[config.mk]
export PLATFORM = sky130hd
export DESIGN_NAME = atr_ctrl
export DESIGN_NICKNAME = d
export VERILOG_FILES = /design/src/rtl/atr_pkg.sv /design/src/rtl/atr_ctrl.sv
export SDC_FILE = /design/constraint.sdc
export NUM_CORES = 1
export LEC_CHECK = 0
export BUFFER_PORTS_ARGS = -buffer_cell sky130_fd_sc_hd__buf_2
export CORE_AREA = 4 4 41 43
export DETAILED_ROUTE_END_ITERATION = 12
export DIE_AREA = 0 0 45 47
export PLACE_DENSITY_LB_ADDON = 0.15
export SYNTH_ARGS = -nofsm -noshare
export SYNTH_HDL_FRONTEND = slang
export SYNTH_SLANG_ARGS = --single-unit
[constraint.sdc]
create_clock -name clk -period 0.9 [get_ports clk]
set_input_delay 0.18 -clock clk [delete_from_list [all_inputs] [get_ports clk]]
set_output_delay 0.18 -clock clk [all_outputs]
set_load 0.05 [all_outputs]
[src/rtl/atr_pkg.sv]
// ----------------------------------------------------------------------------
// atr_pkg: shared types and constants of the argmin tournament tree
// Tree geometry, node type, controller states, command/status groups and
// helper functions used by the controller, datapath and top level.
// ----------------------------------------------------------------------------
`timescale 1ns / 1ps

package atr_pkg;

    // Tree geometry
    localparam int LEAVES     = 1024;
    localparam int VALUE_BITS = 16;
    localparam int LEVELS     = (LEAVES > 1) ? $clog2(LEAVES) : 1;
    localparam int TREE_N     = 1 << LEVELS;
    localparam int NODES      = 2 * TREE_N;
    localparam int ADDR_W     = LEVELS + 1;
    localparam int IDX_W      = LEVELS;

    // Fixed widths of the request and result fields
    localparam int SLOT_W      = 10;
    localparam int IN_VALUE_W  = 16;
    localparam int OUT_SLOT_W  = 10;
    localparam int OUT_VALUE_W = 16;

    // One tree node: winner index and its value
    typedef struct packed {
        logic [IDX_W-1:0]      idx;
        logic [VALUE_BITS-1:0] val;
    } node_t;

    // Controller states
    typedef enum logic [1:0] {
        ST_CLEAR,
        ST_IDLE,
        ST_CLIMB,
        ST_EMIT
    } atr_state_t;

    // Controller to datapath commands
    typedef struct packed {
        logic clear_step;   // write reset contents of one node
        logic leaf_write;   // write the accepted request into its leaf
        logic climb_step;   // recompute one parent on the path
        logic emit_root;    // present the current root unchanged
    } atr_cmd_t;

    // Datapath to controller status
    typedef struct packed {
        logic clear_last;   // clearing pass is at its last node
        logic at_top;       // next climb step writes the root
        logic in_range;     // requested slot is a real leaf
        logic out_free;     // result register can take a new result
    } atr_stat_t;

    // Smaller value wins; on a tie the right child wins
    function automatic node_t pick(node_t l, node_t r);
        return (l.val < r.val) ? l : r;
    endfunction

    // Reset contents of a node: sentinel value, rightmost leaf of its subtree
    function automatic node_t reset_node(logic [ADDR_W-1:0] a);
        logic [31:0] w;
        node_t       r;
        r.idx = '0;
        r.val = '1;
        for (int i = 0; i <= LEVELS; i++) begin
            if ((32'(a) >> (LEVELS - i)) == 32'd1) begin
                w = (32'(a) << i) | ((32'd1 << i) - 32'd1);
                r.idx = w[IDX_W-1:0];
            end
        end
        return r;
    endfunction

    // Drop request value bits above VALUE_BITS
    function automatic logic [VALUE_BITS-1:0] in_value(logic [IN_VALUE_W-1:0] v);
        logic [31:0] w;
        w = 32'(v);
        return w[VALUE_BITS-1:0];
    endfunction

endpackage

[src/rtl/atr_ctrl.sv]
// ----------------------------------------------------------------------------
// atr_ctrl: sequencer of the argmin tournament tree
// Runs the clearing pass after reset, accepts one request at a time and
// steps the datapath up the tree one level per cycle, the root step waiting for a free result register.
// ----------------------------------------------------------------------------
`timescale 1ns / 1ps

module atr_ctrl (
    input  logic              clk,
    input  logic              rst_n,
    input  logic              in_valid,
    input  atr_pkg::atr_stat_t stat,
    output atr_pkg::atr_cmd_t  cmd,
    output logic              in_ready
);

    atr_pkg::atr_state_t state_reg;
    atr_pkg::atr_state_t state_next;

    // State register
    always_ff @(posedge clk or negedge rst_n)
    begin
        if (!rst_n)
        begin
            state_reg <= atr_pkg::ST_CLEAR;
        end
        else
        begin
            state_reg <= state_next;
        end
    end

    // Next state
    always_comb
    begin
        state_next = state_reg;
        case (state_reg)
            atr_pkg::ST_CLEAR:
            begin
                if (stat.clear_last)
                begin
                    state_next = atr_pkg::ST_IDLE;
                end
            end
            atr_pkg::ST_IDLE:
            begin
                if (in_valid)
                begin
                    state_next = stat.in_range ? atr_pkg::ST_CLIMB : atr_pkg::ST_EMIT;
                end
            end
            atr_pkg::ST_CLIMB:
            begin
                if (stat.at_top && stat.out_free)
                begin
                    state_next = atr_pkg::ST_IDLE;
                end
            end
            atr_pkg::ST_EMIT:
            begin
                if (stat.out_free)
                begin
                    state_next = atr_pkg::ST_IDLE;
                end
            end
            default:
            begin
                state_next = atr_pkg::ST_CLEAR;
            end
        endcase
    end

    // Outputs
    always_comb
    begin
        cmd      = '0;
        in_ready = 1'b0;
        case (state_reg)
            atr_pkg::ST_CLEAR:
            begin
                cmd.clear_step = 1'b1;
            end
            atr_pkg::ST_IDLE:
            begin
                in_ready       = 1'b1;
                cmd.leaf_write = in_valid && stat.in_range;
            end
            atr_pkg::ST_CLIMB:
            begin
                // hold the root write until the result register is free
                cmd.climb_step = !stat.at_top || stat.out_free;
            end
            atr_pkg::ST_EMIT:
            begin
                cmd.emit_root = stat.out_free;
            end
            default:
            begin
                cmd = '0;
            end
        endcase
    end

endmodule

### After elaboration in Yosys (flattened, before gate mapping)

Cells that the tools add are included.

| word-level totals | value |
|---|---|
| output and inout port bits | 5 |
| bits of input ports | 7 |
| word-level logic and storage cells | 25 |
| bits in registers | 2 |

| cells by class | value |
|---|---|
| reduce and logical (&&, ||, !) cells | 6 |
| equal/unequal tests | 7 |
| mux-type cells | 11 |

Operators by type and width:

| cell | number |
|---|---|
| 2-to-1 mux 2 bit | 4 |
| != test 2 bit (second input constant) | 4 |
| case mux 2 bit (4 select lines) | 1 |
| 2-to-1 mux 1 bit | 6 |
| equality test 2 bit (second input constant) | 2 |
| AND reduction 4 bit | 1 |
| equality test 2 x 1 -> 1 bit (second input constant) | 1 |
| logical AND 1 bit | 2 |
| zero test 2 bit | 1 |
| zero test 1 bit | 1 |
| logical OR 1 bit | 1 |

### Longest topological paths before layout

| depth | value |
|---|---|
| depth in word-level cells | 3 |
| mapped depth | 2 |

### Worst setup path after synthesis

OpenSTA, ideal clock, no wires.

| timing path | value |
|---|---|
| path kind | reg2reg |
| start | register state_reg[1] |
| end | register state_reg[1] |
| buffers on the path | 0 |
| path slack | -0.574 ns |
| arrival | 1.406 ns |
| required time | 0.833 ns |
| stages on the path, launching flop included | 3 |
| cell sequence | dfrtp_1 -> nor2b_1 -> a22o_1 |

| between the ends | value |
|---|---|
| cells in the longest elaborated chain, start to end | 3 |

Ends and longest elaborated chain:

| what | RTL line | RTL |
|---|---|---|
| start, declared | atr_ctrl.sv:17 | `atr_pkg::atr_state_t state_reg;` |
| start signal, assigned | atr_ctrl.sv:25 | `state_reg <= atr_pkg::ST_CLEAR;` |
| start signal, assigned | atr_ctrl.sv:29 | `state_reg <= state_next;` |
| equality test 2 bit, or another cell as far along | atr_ctrl.sv:37 | `case (state_reg)` |
| != test 2 bit (no line) | n/a |  |
| AND reduction 4 bit (no line) | n/a |  |

Several ways; a longest one is shown, not always the timed one.
A chain may end at the register's enable or synchronous reset.

==> flow_summary.toml <==
[final_layout]
finalNetCount = 46
multi_input_comb_area_sq_um = 106.4
drive_gt1_share_pct = 81.58
diodes = 0
syn2layout_area_growth_pct = 215.2
seq_area_sq_um = 52.55
largest_register_ffs = 2
num-fill-cells = 148
final_util_pct = 30.00

[setup_path]
crit_fanout = 2
cp_cell_sequence = "and4b_4 -> buf_8"
regToRegStartpoint = "state_reg[0]$_DFFE_PN0P_"
cp_slowest_cell = "dfrtp_2"
cp_data_required_time_ns = 0.72
worstSetupPathType = "flip-flop to output port"
crit_path_start = "state_reg[1]$_DFFE_PN0P_"
crit_path_end_kind = "output port"
startpoint_type = "flip-flop"
critPathArrivalTime_ns = 1.11
max_stage_delay_ns = 0.40

[worst_hold_path]
hp-class = "input pin to flip-flop"
hp-start = "stat[3]"

[timing]
finalClockSkew_ns = 0.005510
layout_worst_path_cycle_share_pct = 143.8
finalHoldViolCount = 0
rsz0062_at_grt = "true"
fin_hold_ws_ns = 0.2485
fmax_mhz = 772.7
finalWorstSetupSlack_ns = -0.3941
slew-limit-headroom_pct = 90.47
slew_violations = 0
worstMarginPinSlew_ns = 0.1414
setup_viol_count_final = 7
layout_min_cycle_time_ns = 1.294

[detailed_routing]
drt_first_pass_iters = 1
num_vias = 200
drtIter0Drc = 0
viasPerCell = 3.774
routed_wl_um = 554
drcViolationCount = 0
avgRoutedWirePerCell_um = 10.45
drtAntennaViolNets = 0

[global_route]
met2_usage_pct = 9.322
grt_max_degree = 7
grt.met1_usage_pct = 7.727
grt_pass1_vias = 246
grt_usage_pct = 7.267
top_usage_layer = "met2"
globalRoute.totalOverflow = 0
met3_usage_pct = 3.831
grt_pass1_wl_um = 1000
grt_antenna_before_repair = 0

[synthesis]
yosys.area.top_type_share_pct = 40.40
ys_seq_area_share_pct = 40.40
yosysWarnings = 0
ys_top_cells_by_area = "dfrtp_1 (40%), and3_1 (10%), nand2b_1 (10%)"
synth_cell_types = 11
netlist_area_sq_um = 123.9
synthCells = 14
yosys_register_bits = 2
syn_avg_cell_area_sq_um = 8.848
yosysTopAreaCell = "dfrtp_1"
syn_nets = 21

[outcome]
outcome = "finished, violations left"
violations = "setup timing"

[place]
buffer_ports.inserted = 11
place_congestion = 0.7089
dpl.hpwl_um = 422.4

[clock_tree]
htreeDepth = 1
cts_buffer_depth = 2
numCtsBuffers = 3
clock-root-buffer = "clkbuf_4"
cts_tree = "built"
cts.sinks = 2
clkLatencyLatePin_ns = 0.23
clkSlewWorstSetupHoldPaths_ns = 0.03

[floorplan]
num_io_pins = 12
die_h_um = 47
die_w_um = 45
fp-row-count = 13
die_area_sq_um = 2115
initial_core_util_pct = 9.519
core_area_sq_um = 1301

[power_and_ir_drop]
ir_worst_vdd_v = 0.001305
p_leak_nw = 0.1891
power.density_nw_per_um2 = 3823
power_mw = 1.493

[job]
drv_cap = 0
worst max-delay path, delay by kind of cell, from the launching register on:
family        cells  cell delay, ns
buf+inv           1            0.14
flops             1            0.40
simple gates      1            0.34
per-stage QoR:
stage	worst slack (ns)	instances	TNS, ns	instance area [sq um]
after floorplan	-0.1748	14	-0.7350	141.4
after global placement	-0.2349	46	-1.256	260.3
after detailed placement	-0.2414	46	-1.304	260.3
after CTS	-0.4102	52	-2.027	374.1
after global routing	-0.4316	53	-2.253	390.4
final	-0.3941	53	-1.969	390.4
path summary, 6_finish.rpt:
check | end | slack [ns] | cells past startpoint
max in group asynchronous | state_reg[0]$_DFFE_PN0P_ | 0.52 | 2
min in group asynchronous | state_reg[1]$_DFFE_PN0P_ | 0.27 | 2
max reg2reg | state_reg[0]$_DFFE_PN0P_ | -0.14 | 3
max | cmd[2] | -0.39 | 2
min reg2reg | state_reg[0]$_DFFE_PN0P_ | 0.72 | 3
min | state_reg[0]$_DFFE_PN0P_ | 0.25 | 3
layer usage:
layer	vias up	wire, um
met5	-	0
li1	100	-
met4	0	12
met3	2	81
met2	12	221
met1	86	239
placed cells by master (no fill, tap or decap):
| master | instances |
|---|---|
| clkbuf_4 | 3 |
| o21ai_0 | 1 |
| nor2_4 | 1 |
| a22o_1 | 1 |
| buf_8 | 4 |
| inv_2 | 1 |
| a31oi_1 | 1 |
| and4b_4 | 1 |
| nor2b_4 | 1 |
| nand3_1 | 1 |
| buf_4 | 5 |
| and3_4 | 2 |
| dfrtp_2 | 2 |
| dlygate4sd3_1 | 1 |
| nand2b_4 | 1 |
| clkbuf_1 | 1 |
| nand2b_1 | 1 |
| buf_6 | 4 |
| buf_2 | 6 |
area by class of cell:
class | count | area share [%]
clock buffer | 4 | 6.731
inverter | 1 | 0.9615
multi-input combinational | 11 | 27.24
sequential | 2 | 13.46
tap | 15 | 4.808
timing repair buffer | 20 | 46.79
repair_timing:
| item | CTS | global route |
|---|---|---|
| setup buffers | 1 | 2 |
| endpoints found under the setup margin | 7 | 7 |
| hold endpoints to repair | 2 | 0 |
| gates cloned | 0 | 0 |
| resized for setup | 21 | 3 |
| pin swaps | 3 | 1 |
| hold buffers | 1 | 0 |
where the power goes:
group / total, mW / internal, mW / switching [mW] / leakage (nW)
clock network: 0.220 / 0.165 / 0.0552 / 0.0150
registers: 0.206 / 0.142 / 0.0637 / 0.0207
logic: 1.07 / 0.551 / 0.515 / 0.153
kinds of logic after synthesis:
family | share of synthesized area, %
flip-flops | 40.41
buffers and inverters | 3.027
AND/OR/NAND/NOR | 40.40
AO/OA/AOI/OAI | 16.16
synth_stat cells, drive strengths merged:
library cell,instances
nor2,1
and3,2
a31oi,1
nor2b,1
dfrtp,2
nand2b,2
a22o,1
inv,1
nand3,1
o21ai,1
and4b,1
Note: power is estimated with default switching activity, not from simulation.
